<file path="src/sv/first_fit_block_allocator_macros.svh">
// Assertion macros used by the allocator datapath.
`ifndef FIRST_FIT_BLOCK_ALLOCATOR_MACROS_SVH
`define FIRST_FIT_BLOCK_ALLOCATOR_MACROS_SVH

// Antecedent implies consequent in the same cycle.
`define FFBA_ASSERT_IMP(label, clk, rst_n, ante, cons, msg) \
    label: assert property (@(posedge clk) disable iff (!rst_n) (ante) |-> (cons)) \
        else $error(msg);

// Antecedent implies consequent in the next cycle.
`define FFBA_ASSERT_NXT(label, clk, rst_n, ante, cons, msg) \
    label: assert property (@(posedge clk) disable iff (!rst_n) (ante) |=> (cons)) \
        else $error(msg);

`endif

</file>
<file path="src/sv/ffba_pkg.sv">
// Shared types, codes and constants of the first-fit block allocator.
package ffba_pkg;

    localparam int ADDR_W = 32;
    localparam int SIZE_W = 24;
    localparam int CNT_W  = 5;
    localparam int CFG_IDX_W = 2;

    localparam logic [CFG_IDX_W-1:0] CFG_POOL_BASE = 2'd0;
    localparam logic [CFG_IDX_W-1:0] CFG_POOL_SIZE = 2'd1;

    localparam logic [ADDR_W-1:0] POOL_BASE_RST = 32'd0;
    localparam logic [SIZE_W-1:0] POOL_SIZE_RST = 24'd65536;

    typedef enum logic {
        ACT_ALLOC = 1'b0,
        ACT_FREE  = 1'b1
    } t_action;

    typedef struct packed {
        logic              used;
        logic [SIZE_W-1:0] len;
        logic [SIZE_W-1:0] off;
    } t_entry;

    typedef enum logic [4:0] {
        DP_NOP,
        DP_INIT,
        DP_LOAD,
        DP_FAIL,
        DP_RD_IDX,
        DP_ADV,
        DP_TAKE,
        DP_RD_KM1,
        DP_WR_K,
        DP_SPLIT_NEW,
        DP_ALLOC_DONE,
        DP_RD_NXT,
        DP_MERGE_NXT,
        DP_RD_KP1,
        DP_WR_DN,
        DP_DEC,
        DP_RD_PRV,
        DP_MERGE_PRV,
        DP_WR_CUR,
        DP_PUSH
    } t_dp_op;

    typedef struct packed {
        logic is_free;
        logic want_zero;
        logic idx_end;
        logic hit;
        logic split;
        logic up_more;
        logic dn_more;
        logic nxt_exists;
        logic idx_nz;
        logic merge_nxt;
        logic merge_prv;
    } t_dp_status;

endpackage

</file>
<file path="src/sv/first_fit_block_allocator.sv">
// Top level of the first-fit block allocator: ports, controller and datapath.
// The block keeps an ordered table of up to TABLE_DEPTH blocks covering one pool and serves
// one allocate or free transaction at a time, with one result transaction for each. The table
// lives in a single memory with one registered read and one write a cycle, so every entry
// visited takes a read and then a check or write: a request scans the entries in order from
// entry 0, a split moves every entry above the chosen one up by one, and a free checks the
// next and previous neighbors for a merge and moves the entries above a merged one down.
// After reset the initial free block is written before the first request is taken; a
// pool_size write rebuilds the table at once. The result sits in an output register, so the
// next request is taken while an earlier result waits.
module first_fit_block_allocator #(
    parameter int TABLE_DEPTH = 16
) (
    input  logic                           i_clk,
    input  logic                           i_rst_n,
    input  logic                           s_axis_tvalid,
    output logic                           s_axis_tready,
    input  logic [55:0]                    s_axis_tdata,  // request_size, release_addr
    input  logic                           s_axis_tuser,  // action
    output logic                           m_axis_tvalid,
    input  logic                           m_axis_tready,
    output logic [39:0]                    m_axis_tdata,  // result_addr, entries_in_use, pad
    output logic                           m_axis_tuser,  // success
    input  logic                           i_cfg_valid,
    output logic                           o_cfg_ready,
    input  logic [ffba_pkg::CFG_IDX_W-1:0] i_cfg_index,
    input  logic [ffba_pkg::ADDR_W-1:0]    i_cfg_data
);
    import ffba_pkg::*;

    t_dp_op            w_op;
    t_dp_status        w_status;
    logic [ADDR_W-1:0] w_result_addr;
    logic              w_success;
    logic [CNT_W-1:0]  w_entries;
    logic              w_in_ready;

    ffba_ctrl u_ctrl (
        .i_clk       (i_clk),
        .i_rst_n     (i_rst_n),
        .i_in_valid  (s_axis_tvalid),
        .o_in_ready  (w_in_ready),
        .o_out_valid (m_axis_tvalid),
        .i_out_ready (m_axis_tready),
        .i_status    (w_status),
        .o_op        (w_op)
    );

    ffba_dp #(
        .TABLE_DEPTH (TABLE_DEPTH)
    ) u_dp (
        .i_clk            (i_clk),
        .i_rst_n          (i_rst_n),
        .i_op             (w_op),
        .o_status         (w_status),
        .i_cfg_we         (i_cfg_valid),
        .i_cfg_index      (i_cfg_index),
        .i_cfg_data       (i_cfg_data),
        .i_action         (s_axis_tuser),
        .i_request_size   (s_axis_tdata[23:0]),
        .i_release_addr   (s_axis_tdata[55:24]),
        .o_result_addr    (w_result_addr),
        .o_success        (w_success),
        .o_entries_in_use (w_entries)
    );

    assign s_axis_tready = w_in_ready;
    assign o_cfg_ready   = 1'b1;
    assign m_axis_tdata  = {3'b000, w_entries, w_result_addr};
    assign m_axis_tuser  = w_success;

endmodule

</file>
<file path="src/sv/ffba_dp.sv">
// Datapath of the allocator: block table memory, scan and shift counters, result registers.
`include "first_fit_block_allocator_macros.svh"
module ffba_dp #(
    parameter int TABLE_DEPTH = 16
) (
    input  logic                              i_clk,
    input  logic                              i_rst_n,
    input  ffba_pkg::t_dp_op                  i_op,
    output ffba_pkg::t_dp_status              o_status,
    input  logic                              i_cfg_we,
    input  logic [ffba_pkg::CFG_IDX_W-1:0]    i_cfg_index,
    input  logic [ffba_pkg::ADDR_W-1:0]       i_cfg_data,
    input  logic                              i_action,
    input  logic [ffba_pkg::SIZE_W-1:0]       i_request_size,
    input  logic [ffba_pkg::ADDR_W-1:0]       i_release_addr,
    output logic [ffba_pkg::ADDR_W-1:0]       o_result_addr,
    output logic                              o_success,
    output logic [ffba_pkg::CNT_W-1:0]        o_entries_in_use
);
    import ffba_pkg::*;

    localparam int IW = (TABLE_DEPTH > 1) ? $clog2(TABLE_DEPTH) : 1;
    localparam int TW = $clog2(TABLE_DEPTH + 1);

    t_entry            r_mem [TABLE_DEPTH];
    t_entry            r_rdata;
    t_entry            r_cur;
    logic [ADDR_W-1:0] r_pool_base;
    logic [SIZE_W-1:0] r_pool_size;
    logic [TW-1:0]     r_total;
    logic [TW-1:0]     r_idx;
    logic [TW-1:0]     r_k;
    logic [SIZE_W-1:0] r_want;
    logic [ADDR_W-1:0] r_rel;
    logic              r_is_free;
    logic [ADDR_W-1:0] r_res_addr;
    logic              r_res_ok;
    logic [ADDR_W-1:0] r_o_addr;
    logic              r_o_ok;
    logic [CNT_W-1:0]  r_o_cnt;

    logic [TW-1:0]     w_idx_p1;
    logic [TW-1:0]     w_idx_m1;
    logic [TW-1:0]     w_k_p1;
    logic [TW-1:0]     w_k_m1;
    logic [ADDR_W-1:0] w_rd_addr;
    logic [ADDR_W-1:0] w_cur_addr;
    logic [31:0]       w_total_wide;
    logic              w_split;
    logic              w_cfg_size;
    logic              w_we;
    logic [IW-1:0]     w_waddr;
    logic [IW-1:0]     w_raddr;
    logic              w_re;
    t_entry            w_wdata;

    assign w_idx_p1     = r_idx + TW'(1);
    assign w_idx_m1     = r_idx - TW'(1);
    assign w_k_p1       = r_k + TW'(1);
    assign w_k_m1       = r_k - TW'(1);
    assign w_rd_addr    = r_pool_base + {{(ADDR_W-SIZE_W){1'b0}}, r_rdata.off};
    assign w_cur_addr   = r_pool_base + {{(ADDR_W-SIZE_W){1'b0}}, r_cur.off};
    assign w_total_wide = 32'(r_total);
    assign w_split      = (r_cur.len > r_want) && (r_total < TW'(TABLE_DEPTH));
    assign w_cfg_size   = i_cfg_we && (i_cfg_index == CFG_POOL_SIZE);

    always_comb begin
        o_status.is_free    = r_is_free;
        o_status.want_zero  = (r_want == '0);
        o_status.idx_end    = (r_idx == r_total);
        o_status.hit        = r_is_free ? (r_rdata.used && (w_rd_addr == r_rel))
                                        : (!r_rdata.used && (r_rdata.len >= r_want));
        o_status.split      = w_split;
        o_status.up_more    = (r_k > w_idx_p1);
        o_status.dn_more    = (w_k_p1 < r_total);
        o_status.nxt_exists = (w_idx_p1 < r_total);
        o_status.idx_nz     = (r_idx != '0);
        o_status.merge_nxt  = !r_rdata.used &&
                              (SIZE_W'(r_cur.off + r_cur.len) == r_rdata.off);
        o_status.merge_prv  = !r_rdata.used &&
                              (SIZE_W'(r_rdata.off + r_rdata.len) == r_cur.off);
    end

    // Table write port.
    always_comb begin
        w_we    = 1'b0;
        w_waddr = '0;
        w_wdata = r_rdata;
        if (w_cfg_size) begin
            w_we    = 1'b1;
            w_wdata = '{used: 1'b0, len: i_cfg_data[SIZE_W-1:0], off: '0};
        end else begin
            case (i_op)
                DP_INIT: begin
                    w_we    = 1'b1;
                    w_wdata = '{used: 1'b0, len: r_pool_size, off: '0};
                end
                DP_WR_K, DP_WR_DN: begin
                    w_we    = 1'b1;
                    w_waddr = r_k[IW-1:0];
                end
                DP_SPLIT_NEW: begin
                    w_we    = 1'b1;
                    w_waddr = w_idx_p1[IW-1:0];
                    w_wdata = '{used: 1'b0, len: SIZE_W'(r_cur.len - r_want),
                                off: SIZE_W'(r_cur.off + r_want)};
                end
                DP_ALLOC_DONE: begin
                    w_we    = 1'b1;
                    w_waddr = r_idx[IW-1:0];
                    w_wdata = '{used: 1'b1, len: (w_split ? r_want : r_cur.len),
                                off: r_cur.off};
                end
                DP_MERGE_PRV: begin
                    w_we    = 1'b1;
                    w_waddr = w_idx_m1[IW-1:0];
                    w_wdata = '{used: 1'b0, len: SIZE_W'(r_rdata.len + r_cur.len),
                                off: r_rdata.off};
                end
                DP_WR_CUR: begin
                    w_we    = 1'b1;
                    w_waddr = r_idx[IW-1:0];
                    w_wdata = '{used: 1'b0, len: r_cur.len, off: r_cur.off};
                end
                default: begin
                    w_we = 1'b0;
                end
            endcase
        end
    end

    // Table read port.
    always_comb begin
        w_re    = 1'b1;
        w_raddr = '0;
        case (i_op)
            DP_RD_IDX: w_raddr = r_idx[IW-1:0];
            DP_RD_KM1: w_raddr = w_k_m1[IW-1:0];
            DP_RD_KP1: w_raddr = w_k_p1[IW-1:0];
            DP_RD_NXT: w_raddr = w_idx_p1[IW-1:0];
            DP_RD_PRV: w_raddr = w_idx_m1[IW-1:0];
            default:   w_re    = 1'b0;
        endcase
    end

    always_ff @(posedge i_clk) begin
        if (w_we) begin
            r_mem[w_waddr] <= w_wdata;
        end
        if (w_re) begin
            r_rdata <= r_mem[w_raddr];
        end
    end

    always_ff @(posedge i_clk) begin
        if (!i_rst_n) begin
            r_pool_base <= POOL_BASE_RST;
            r_pool_size <= POOL_SIZE_RST;
            r_total     <= TW'(1);
        end else begin
            if (i_cfg_we && (i_cfg_index == CFG_POOL_BASE)) begin
                r_pool_base <= i_cfg_data;
            end
            if (w_cfg_size) begin
                r_pool_size <= i_cfg_data[SIZE_W-1:0];
                r_total     <= TW'(1);
            end else begin
                case (i_op)
                    DP_INIT:       r_total <= TW'(1);
                    DP_ALLOC_DONE: r_total <= r_total + TW'(w_split);
                    DP_DEC:        r_total <= r_total - TW'(1);
                    default:       r_total <= r_total;
                endcase
            end
        end
    end

    always_ff @(posedge i_clk) begin
        case (i_op)
            DP_LOAD: begin
                r_idx      <= '0;
                r_want     <= i_request_size;
                r_rel      <= i_release_addr;
                r_is_free  <= i_action;
                r_res_ok   <= 1'b0;
                r_res_addr <= '0;
            end
            DP_FAIL: begin
                r_res_ok   <= 1'b0;
                r_res_addr <= '0;
            end
            DP_ADV: r_idx <= r_idx + TW'(1);
            DP_TAKE: begin
                r_cur <= r_rdata;
                r_k   <= r_total;
                if (r_is_free) begin
                    r_res_ok <= 1'b1;
                end
            end
            DP_WR_K:  r_k <= w_k_m1;
            DP_WR_DN: r_k <= w_k_p1;
            DP_ALLOC_DONE: begin
                r_res_ok   <= 1'b1;
                r_res_addr <= w_cur_addr;
            end
            DP_MERGE_NXT: begin
                r_cur.len <= SIZE_W'(r_cur.len + r_rdata.len);
                r_k       <= w_idx_p1;
            end
            DP_MERGE_PRV: r_k <= r_idx;
            DP_PUSH: begin
                r_o_addr <= r_res_addr;
                r_o_ok   <= r_res_ok;
                r_o_cnt  <= w_total_wide[CNT_W-1:0];
            end
            default: begin
                r_k <= r_k;
            end
        endcase
    end

    assign o_result_addr    = r_o_addr;
    assign o_success        = r_o_ok;
    assign o_entries_in_use = r_o_cnt;

    `FFBA_ASSERT_IMP(a_total_range, i_clk, i_rst_n, 1'b1,
        (r_total >= TW'(1)) && (r_total <= TW'(TABLE_DEPTH)), "table count out of range")
    `FFBA_ASSERT_NXT(a_split_grows, i_clk, i_rst_n,
        (i_op == DP_ALLOC_DONE) && w_split && !w_cfg_size,
        r_total == $past(r_total) + TW'(1), "split did not add an entry")
    `FFBA_ASSERT_IMP(a_dec_nonempty, i_clk, i_rst_n, i_op == DP_DEC,
        r_total > TW'(1), "merge removed the last entry")

endmodule

</file>
<file path="src/sv/ffba_ctrl.sv">
// Controller state machine of the allocator: sequences scan, shift and merge steps.
module ffba_ctrl (
    input  logic                 i_clk,
    input  logic                 i_rst_n,
    input  logic                 i_in_valid,
    output logic                 o_in_ready,
    output logic                 o_out_valid,
    input  logic                 i_out_ready,
    input  ffba_pkg::t_dp_status i_status,
    output ffba_pkg::t_dp_op     o_op
);
    import ffba_pkg::*;

    typedef enum logic [3:0] {
        S_INIT,
        S_IDLE,
        S_START,
        S_SCAN_RD,
        S_SCAN_CHK,
        S_A_DEC,
        S_UP_WR,
        S_A_FIN,
        S_F_NXT,
        S_F_NCHK,
        S_DN_RD,
        S_DN_WR,
        S_F_PRV,
        S_F_PCHK,
        S_DONE
    } t_state;

    t_state r_state;
    t_state n_state;
    logic   r_out_valid;
    logic   r_after_prv;
    logic   n_after_prv;

    always_comb begin
        n_state     = r_state;
        n_after_prv = r_after_prv;
        o_op        = DP_NOP;
        case (r_state)
            S_INIT: begin
                o_op    = DP_INIT;
                n_state = S_IDLE;
            end
            S_IDLE: begin
                if (i_in_valid) begin
                    o_op    = DP_LOAD;
                    n_state = S_START;
                end
            end
            S_START: begin
                if (!i_status.is_free && i_status.want_zero) begin
                    o_op    = DP_FAIL;
                    n_state = S_DONE;
                end else begin
                    n_state = S_SCAN_RD;
                end
            end
            S_SCAN_RD: begin
                if (i_status.idx_end) begin
                    o_op    = DP_FAIL;
                    n_state = S_DONE;
                end else begin
                    o_op    = DP_RD_IDX;
                    n_state = S_SCAN_CHK;
                end
            end
            S_SCAN_CHK: begin
                if (i_status.hit) begin
                    o_op    = DP_TAKE;
                    n_state = i_status.is_free ? S_F_NXT : S_A_DEC;
                end else begin
                    o_op    = DP_ADV;
                    n_state = S_SCAN_RD;
                end
            end
            // Open a gap after the chosen entry, top entry first.
            S_A_DEC: begin
                if (i_status.split && i_status.up_more) begin
                    o_op    = DP_RD_KM1;
                    n_state = S_UP_WR;
                end else if (i_status.split) begin
                    o_op    = DP_SPLIT_NEW;
                    n_state = S_A_FIN;
                end else begin
                    o_op    = DP_ALLOC_DONE;
                    n_state = S_DONE;
                end
            end
            S_UP_WR: begin
                o_op    = DP_WR_K;
                n_state = S_A_DEC;
            end
            S_A_FIN: begin
                o_op    = DP_ALLOC_DONE;
                n_state = S_DONE;
            end
            S_F_NXT: begin
                if (i_status.nxt_exists) begin
                    o_op    = DP_RD_NXT;
                    n_state = S_F_NCHK;
                end else begin
                    n_state = S_F_PRV;
                end
            end
            S_F_NCHK: begin
                if (i_status.merge_nxt) begin
                    o_op        = DP_MERGE_NXT;
                    n_after_prv = 1'b0;
                    n_state     = S_DN_RD;
                end else begin
                    n_state = S_F_PRV;
                end
            end
            // Close the gap left by a merged entry.
            S_DN_RD: begin
                if (i_status.dn_more) begin
                    o_op    = DP_RD_KP1;
                    n_state = S_DN_WR;
                end else begin
                    o_op    = DP_DEC;
                    n_state = r_after_prv ? S_DONE : S_F_PRV;
                end
            end
            S_DN_WR: begin
                o_op    = DP_WR_DN;
                n_state = S_DN_RD;
            end
            S_F_PRV: begin
                if (i_status.idx_nz) begin
                    o_op    = DP_RD_PRV;
                    n_state = S_F_PCHK;
                end else begin
                    o_op    = DP_WR_CUR;
                    n_state = S_DONE;
                end
            end
            S_F_PCHK: begin
                if (i_status.merge_prv) begin
                    o_op        = DP_MERGE_PRV;
                    n_after_prv = 1'b1;
                    n_state     = S_DN_RD;
                end else begin
                    o_op    = DP_WR_CUR;
                    n_state = S_DONE;
                end
            end
            S_DONE: begin
                if (!r_out_valid || i_out_ready) begin
                    o_op    = DP_PUSH;
                    n_state = S_IDLE;
                end
            end
            default: begin
                n_state = S_INIT;
            end
        endcase
    end

    always_ff @(posedge i_clk) begin
        if (!i_rst_n) begin
            r_state     <= S_INIT;
            r_out_valid <= 1'b0;
            r_after_prv <= 1'b0;
        end else begin
            r_state     <= n_state;
            r_after_prv <= n_after_prv;
            if (o_op == DP_PUSH) begin
                r_out_valid <= 1'b1;
            end else if (i_out_ready) begin
                r_out_valid <= 1'b0;
            end
        end
    end

    assign o_in_ready  = (r_state == S_IDLE);
    assign o_out_valid = r_out_valid;

endmodule
</file>
<file path="config.mk">
export PLATFORM = sky130hd
export DESIGN_NAME = first_fit_block_allocator
export DESIGN_NICKNAME = d
export VERILOG_FILES = /design/src/sv/ffba_pkg.sv /design/src/sv/first_fit_block_allocator.sv /design/src/sv/ffba_dp.sv /design/src/sv/ffba_ctrl.sv
export VERILOG_INCLUDE_DIRS = /design/src /design/src/sv
export SDC_FILE = /design/constraint.sdc
export NUM_CORES = 2
export LEC_CHECK = 0
export BUFFER_PORTS_ARGS = -buffer_cell sky130_fd_sc_hd__buf_4
export CELL_PAD_IN_SITES_DETAIL_PLACEMENT = 0
export CELL_PAD_IN_SITES_GLOBAL_PLACEMENT = 1
export CORE_UTILIZATION = 45
export CTS_CLUSTER_SIZE = 12
export DETAILED_ROUTE_END_ITERATION = 8
export HOLD_SLACK_MARGIN = 0.15
export PLACE_DENSITY_LB_ADDON = 0.1
export SLEW_MARGIN = 20
export SYNTH_ARGS = -nofsm -noshare
export SYNTH_HDL_FRONTEND = slang
export SYNTH_SLANG_ARGS = --single-unit
</file>
<file path="constraint.sdc">
create_clock -name i_clk -period 10.5 [get_ports i_clk]
set_input_delay 1.05 -clock i_clk [delete_from_list [all_inputs] [get_ports i_clk]]
set_output_delay 1.05 -clock i_clk [all_outputs]
set_load 0.05 [all_outputs]
</file>
-- After elaboration in Yosys (flattened, before gate mapping)
Memories as Yosys holds them, arrays and structs flattened. A register that Yosys moved wholly into a read port is not among the register bits.
Cells that the tools add are included.
- flip-flop bits (word level): 253
- bits in latches: 0
- memory bits (writable): 784
- memory bits (read-only): 0
- input bits: 96
- output and inout port bits: 44
- word-level logic and storage cells: 168
- memories: 1
- add/subtract/negate cells: 13
- multiply operators: 0
- div/mod/pow operators: 0
- $lt $le $gt $ge: 6
- equality and inequality tests: 43
- shifts and indexed selects: 0
- muxes and demuxes: 52
- bitwise gates (word level): 1
- reduce and logical (&&, ||, !) cells: 34
- memory list (memory ; depth ; width ; rd ports ; clocked after Yosys merged registers in ; wr ports ; RTL line ; source):
    u_dp.r_mem ; 16 ; 49 ; 1 ; 1 ; 1 ; ffba_dp.sv:25 ; t_entry r_mem [TABLE_DEPTH];
- operator list (cell ; count):
    $pmux W49 S5 ; 1
    $add A24 B24 Y24 ; 4
    $pmux W5 S15 ; 1
    $add A32 B24 Y32 ; 2
    $pmux W32 S2 ; 1
    $pmux W4 S15 ; 1
    $mux W49 ; 1
    $eq A24 B24 Y1 ; 2
    $mux W4 ; 12
    $pmux W24 S2 ; 1
    $eq A5 B4 Y1 const B ; 8
    $eq A32 B32 Y1 ; 1
    $eq A4 B4 Y1 const B ; 7
    $pmux W5 S5 ; 1
    $ge A24 B24 Y1 ; 1
    $gt A24 B24 Y1 ; 1
    $logic_not A24 Y1 ; 1
    $mux W24 ; 1
    $sub A24 B24 Y24 ; 1
    $eq A5 B3 Y1 const B ; 4
    $eq A5 B5 Y1 const B ; 4
    $pmux W4 S5 ; 1
    $mux W2 ; 9
    $eq A4 B3 Y1 const B ; 4
    other kinds (37) ; 79

-- Longest topological paths before layout
- word-level depth: 12
- depth in mapped cells: 22
- depth with buffers taken out: 21

-- By module
Synthesis repeated with hierarchy kept, for this count alone.
- cells, all modules: 4859
- area total of the unflattened synthesis: 55333.1 um^2
- modules (own cells, without submodules) (module ; times used ; cells each ; area each (um^2) ; sequential area each (um^2)):
    ffba_dp ; 1 ; 4742 ; 54511.0 ; 31820.5
    ffba_ctrl ; 1 ; 111 ; 784.5 ; 120.1
    first_fit_block_allocator ; 1 ; 6 ; 37.5 ; 0.0

-- Worst setup path after synthesis
OpenSTA, ideal clock, no wires.
- path type: input to register
- from: in m_axis_tready
- to: mem u_dp.r_mem[6][0] (netlist bit) (enable)
- library setup time: 0.577 ns
- arrival: 9.221 ns
- required time: 9.923 ns
- setup slack: 0.702 ns
- stages on the path: 12
- path buffers: 1
- cell sequence: nand2b_1 -> nor2b_1 -> nor4_1 -> nor3b_1 -> o211ai_1 -> a211o_1 -> o2111a_1 -> buf_2 -> nand2_1 -> nand3_1 -> nand3_1 -> nor4_1
- longest elaborated chain between the ends: 9
- elaborated cells between the ends (all ways): 19
- those cells by class: eq/ne: 7; mux: 8; reduce/logical: 4
- ends and longest elaborated chain (element ; RTL line ; source):
    start, declared ; first_fit_block_allocator.sv:21 ; input logic m_axis_tready,
    $logic_or A1 B1 Y1 (*) ; ffba_ctrl.sv:151 ; if (!r_out_valid || i_out_ready) begin
    $mux W5 (*) ; ffba_ctrl.sv:151 ;
    $pmux W5 S15 (*) ; ffba_ctrl.sv:42 ; case (r_state)
    $eq A5 B4 Y1 (tied with other cells) ; ffba_dp.sv:93 ; case (i_op)
    $reduce_or A7 Y1 (no source line) ; -- ;
    $mux W1 ; ffba_dp.sv:93 ;
    $mux W1 ; ffba_dp.sv:89 ; if (w_cfg_size) begin
    $mux W1 ; ffba_dp.sv:147 ; if (w_we) begin
    $mux W1 (implied by the code) ; ffba_dp.sv:148 ; r_mem[w_waddr] <= w_wdata;
    end, declared ; ffba_dp.sv:25 ;
Mark *: on every way between the ends. The rest lies on a longest branch, timed or not.

-- Worst setup path in the final report
- from: reg u_dp.r_rdata[10] (netlist name)
- to: mem u_dp.r_mem[2][22] (netlist bit) (enable)
- longest elaborated chain between the ends: 12
- elaborated cells between the ends (all ways): 29
- those cells by class: add/sub: 2; eq/ne: 10; mux: 11; reduce/logical: 6
- ends and longest elaborated chain (element ; RTL line ; source):
    $add A32 B24 Y32 ; ffba_dp.sv:61 ; assign w_rd_addr = r_pool_base + {{(ADDR_W-SIZE_W){1'b0}}, r_rdata.off};
    $eq A32 B32 Y1 ; ffba_dp.sv:71 ; o_status.hit = r_is_free ? (r_rdata.used && (w_rd_addr == r_rel))
    $logic_and A1 B1 Y1 ; ffba_dp.sv:71 ;
    $mux W1 ; ffba_dp.sv:71 ;
    $mux W2 ; ffba_ctrl.sv:71 ; if (i_status.hit) begin
    $pmux W5 S15 (*) ; ffba_ctrl.sv:42 ;
    $eq A5 B4 Y1 (tied with other cells) ; ffba_dp.sv:93 ;
    $reduce_or A7 Y1 (no source line) ; -- ;
    $mux W1 ; ffba_dp.sv:93 ;
    $mux W1 ; ffba_dp.sv:89 ;
    $mux W1 ; ffba_dp.sv:147 ;
    $mux W1 (implied by the code) ; ffba_dp.sv:148 ;
Marked as above.

==> results.md <==
- I/O pin count: 140
- Depth of the worst register-to-register path: 15
- Seq/Total Area, Yosys: 0.5827
- Req. time, crit path: 10.89 ns
- Reg clk slew, reported paths: 0.06 ns
- Num CTS Buffers: 116
- Core Area: 0.1203 mm²
- Setup-failing EPs final: 0
- Cell accounting for the most synthesized area: edfxtp_1
- Tmin final: 8.068 ns
- WS Path Type: reg2reg
- Synth top area cells: edfxtp_1, nand2_1, ha_1
- CTS Buffer Depth: 3
- Post-synthesis cell type count: 91
- PD cells: around 190 mW/mm²
- Crit Path Max Fanout: 29
- Inst Count DP: 6,321
- Worst-Margin Slew: between 1 and 1.5 ns
- Hold crit path type: reg2reg
- Maximum vdd drop: about 0.15 mV
- Final period utilization: 0.7684
- Pleak: about 23 nW
- Synth top area share: 0.5582
- Pin count of the biggest net entering global routing: 106
- Antenna viol nets, final: 0
- Non-filler cells, final: 6,527
- Hold-fix buffer count after cts: 0
- Initial Util: 0.4557
- Postcts setup bufs: 0
- Core Util, Final: 0.5099
- Critical Path Source Type: flop
- RSZ-0062 raised after global routing: no
- # resized after CTS: 0
- Cells after Synth: around 4.8k
- CTS tree: yes
- Status: finished clean
- Worst-Skew Late Latency: 0.76 ns
- Chip height: 351.0 µm
- Yosys Warn Count: 0
- GRT Overall Usage: 0.3033
- Sink Count: 1,086
- Chip width: 351.0 µm
- Die area: 0.1232 mm²
- Layout area overhead: 11.90%
- Final nets: between 5k and 6k
- Register area: 0.03194 mm²
- Synth Flop Type: edfxtp_1
- Routed via count: 39.58k
- Most common cell after layout, fill and taps aside: edfxtp_1
- Synthesized flop and latch total: around 1.1k
- Post-DP HPWL: 128,600 µm
- Slew HR: 0.2183
- FFs w/ async S/R, synth: 0
- Post-route setup TNS: 0 ns
- Worst Setup SP: u_dp.r_rdata[10]
- Share of cells above drive strength 1: 0.1048
- Max Clock Skew: 0.04784 ns
- Fin. Hold Viols: 0
- IO buf count: approximately 140
- Placed Area: 0.05770 mm²
- Initial DRC Count: 4,177
- Critical R2R Launch: u_dp.r_rdata[10]
- Max-cap check violation count: 0
- Drt total wl: 188,000 µm
- Initial antenna violation count: 5
- Drt pass-1 iters: 8
- Max-slew violations: 0
- Hold-critical path depth: 0
- RePlAce Congestion: 0.9469
- Post-route cell area: 0.06134 mm²
- Avg Synthesized Cell Area: 11.54 µm²
- Root Buffer: clkbuf_16
- First-pass GRT wire length: around 270,000 µm
- Htree depth: 3
- Multi-input logic area: 0.02179 mm²
- Crit. End Element: flop
- Mapped cell area: 0.05481 mm²
- DRC Markers: 0
- WL/cell: 28.81 µm
- Fmax: 123.9 MHz
- Rows: 127
- Hold Path Origin: u_dp.r_res_addr[13]
- Vias per Instance: 6.065
- Post-synth EDFFs: 1,019
- Arr. time, crit path: 8.46 ns
- Vias in the first global route: 38.07k
- Fill cells: 10.65k
- GRT overflow: 0
- Most frequent cells in the layout: edfxtp_1, nand2_1, a21oi_1, ha_1, buf_4
## stage by stage
stage	total power [mW]	setup WS, ns	hold slack [ns]
detailed placement	7.458	2.632	0.4045
floorplan	6.541	0.7015	0.4003
finish	11.35	2.432	0.4169
CTS	11.38	2.577	0.4158
global placement	7.447	2.583	0.4027
global route	11.72	2.277	0.4201
## synthesized netlist by cell type, types with 11 or more instances
cell and instances:
a2111oi_0 11, a211o_1 13, a211oi_1 82, a21boi_0 60
a21o_1 59, a21oi_1 381, a221o_1 71, a221oi_1 30
a222oi_1 30, a31oi_1 35, and2_1 15, and3_1 24
and4_1 15, buf_1 12, buf_2 34, buf_4 15
clkbuf_1 185, dfxtp_1 67, edfxtp_1 1019, ha_1 211
inv_1 90, mux2_2 56, mux2i_1 162, nand2_1 844
nand2b_1 32, nand3_1 56, nand4_1 42, nor2_1 229
nor2b_1 42, nor3_1 80, nor3b_1 13, nor4_1 80
o211ai_1 23, o21a_1 34, o21ai_0 101, o21ai_1 53
o21bai_1 14, o31ai_1 18, or2_2 17, or3_1 22
xnor2_1 119, xor2_1 88
## metal layers
layer  vias to the layer above  routed length, µm  part of all wire  GRT usage
met5                         -                  9          0.000048          0
met4                         2               7097             0.038     0.1069
met3                       301              12100             0.064    0.04548
met2                      1420              85230              0.45     0.4753
met1                     19790              83580              0.44     0.4278
li1                      18070                  -                 -          -
## flip-flops by register name (all words and copies together), names as in the netlist, 4 cells and up
| name | flops |
|---|---|
| u_ctrl.r_state | 4 |
| u_dp.o_entries_in_use | 5 |
| u_dp.o_result_addr | 32 |
| u_dp.r_cur | 48 |
| u_dp.r_idx | 5 |
| u_dp.r_k | 5 |
| u_dp.r_mem | 784 |
| u_dp.r_pool_base | 32 |
| u_dp.r_pool_size | 24 |
| u_dp.r_rdata | 49 |
| u_dp.r_rel | 32 |
| u_dp.r_res_addr | 32 |
| u_dp.r_total | 5 |
| u_dp.r_want | 24 |
## worst max-delay path: stages (launching register included)
cell and delay, ns:
edfxtp_1 0.68, ha_1 0.63, nand4_1 0.31, o221ai_1 0.47
nor3_1 0.17, a211o_1 0.31, or4_1 0.52, nor4_1 0.39
and4b_1 0.72, a211oi_2 0.36, o311a_2 0.33, a222oi_1 0.59
nand2_1 0.28, a2bb2oi_1 0.44, nor2b_4 0.78, buf_4 0.60
## layout make-up
type / count / area share
Timing Repair Buffer: 212 / 0.02717
Sequential cell: 1086 / 0.5207
Multi-Input combinational cell: 3322 / 0.3553
Clock buffer: 148 / 0.04979
Clock inverter: 56 / 0.008608
Tap cell: 1612 / 0.03288
Inverter: 90 / 0.005508
Antenna cell: 1 / 0.00004080
## where the power goes
part / switching [mW] / internal [mW] / leakage, nW
sequential: 0.157 / 5.19 / 9.90
clock: 1.73 / 2.20 / 1.74
combinational: 1.49 / 0.584 / 10.9
total: 3.38 / 7.97 / 22.5
## path summary, 6_finish.rpt
| kind | to | slack, ns |
|---|---|---|
| max | u_dp.r_mem[2][22] | 2.43 |
| min | u_dp.o_result_addr[13] | 0.42 |
| max reg2reg | u_dp.r_mem[2][22] | 2.43 |
| min reg2reg | u_dp.o_result_addr[13] | 0.42 |
## cells by family after synthesis
family / share of synthesized area
AO/OA/AOI/OAI: 0.1382
multiplexers: 0.04109
AND/OR/NAND/NOR: 0.1274
flip-flops: 0.5827
adder cells (fa/ha/maj): 0.05109
other: 0.0001370
buffers and inverters: 0.02634
XOR/XNOR: 0.03308
Power figures use the tool's default switching activity.
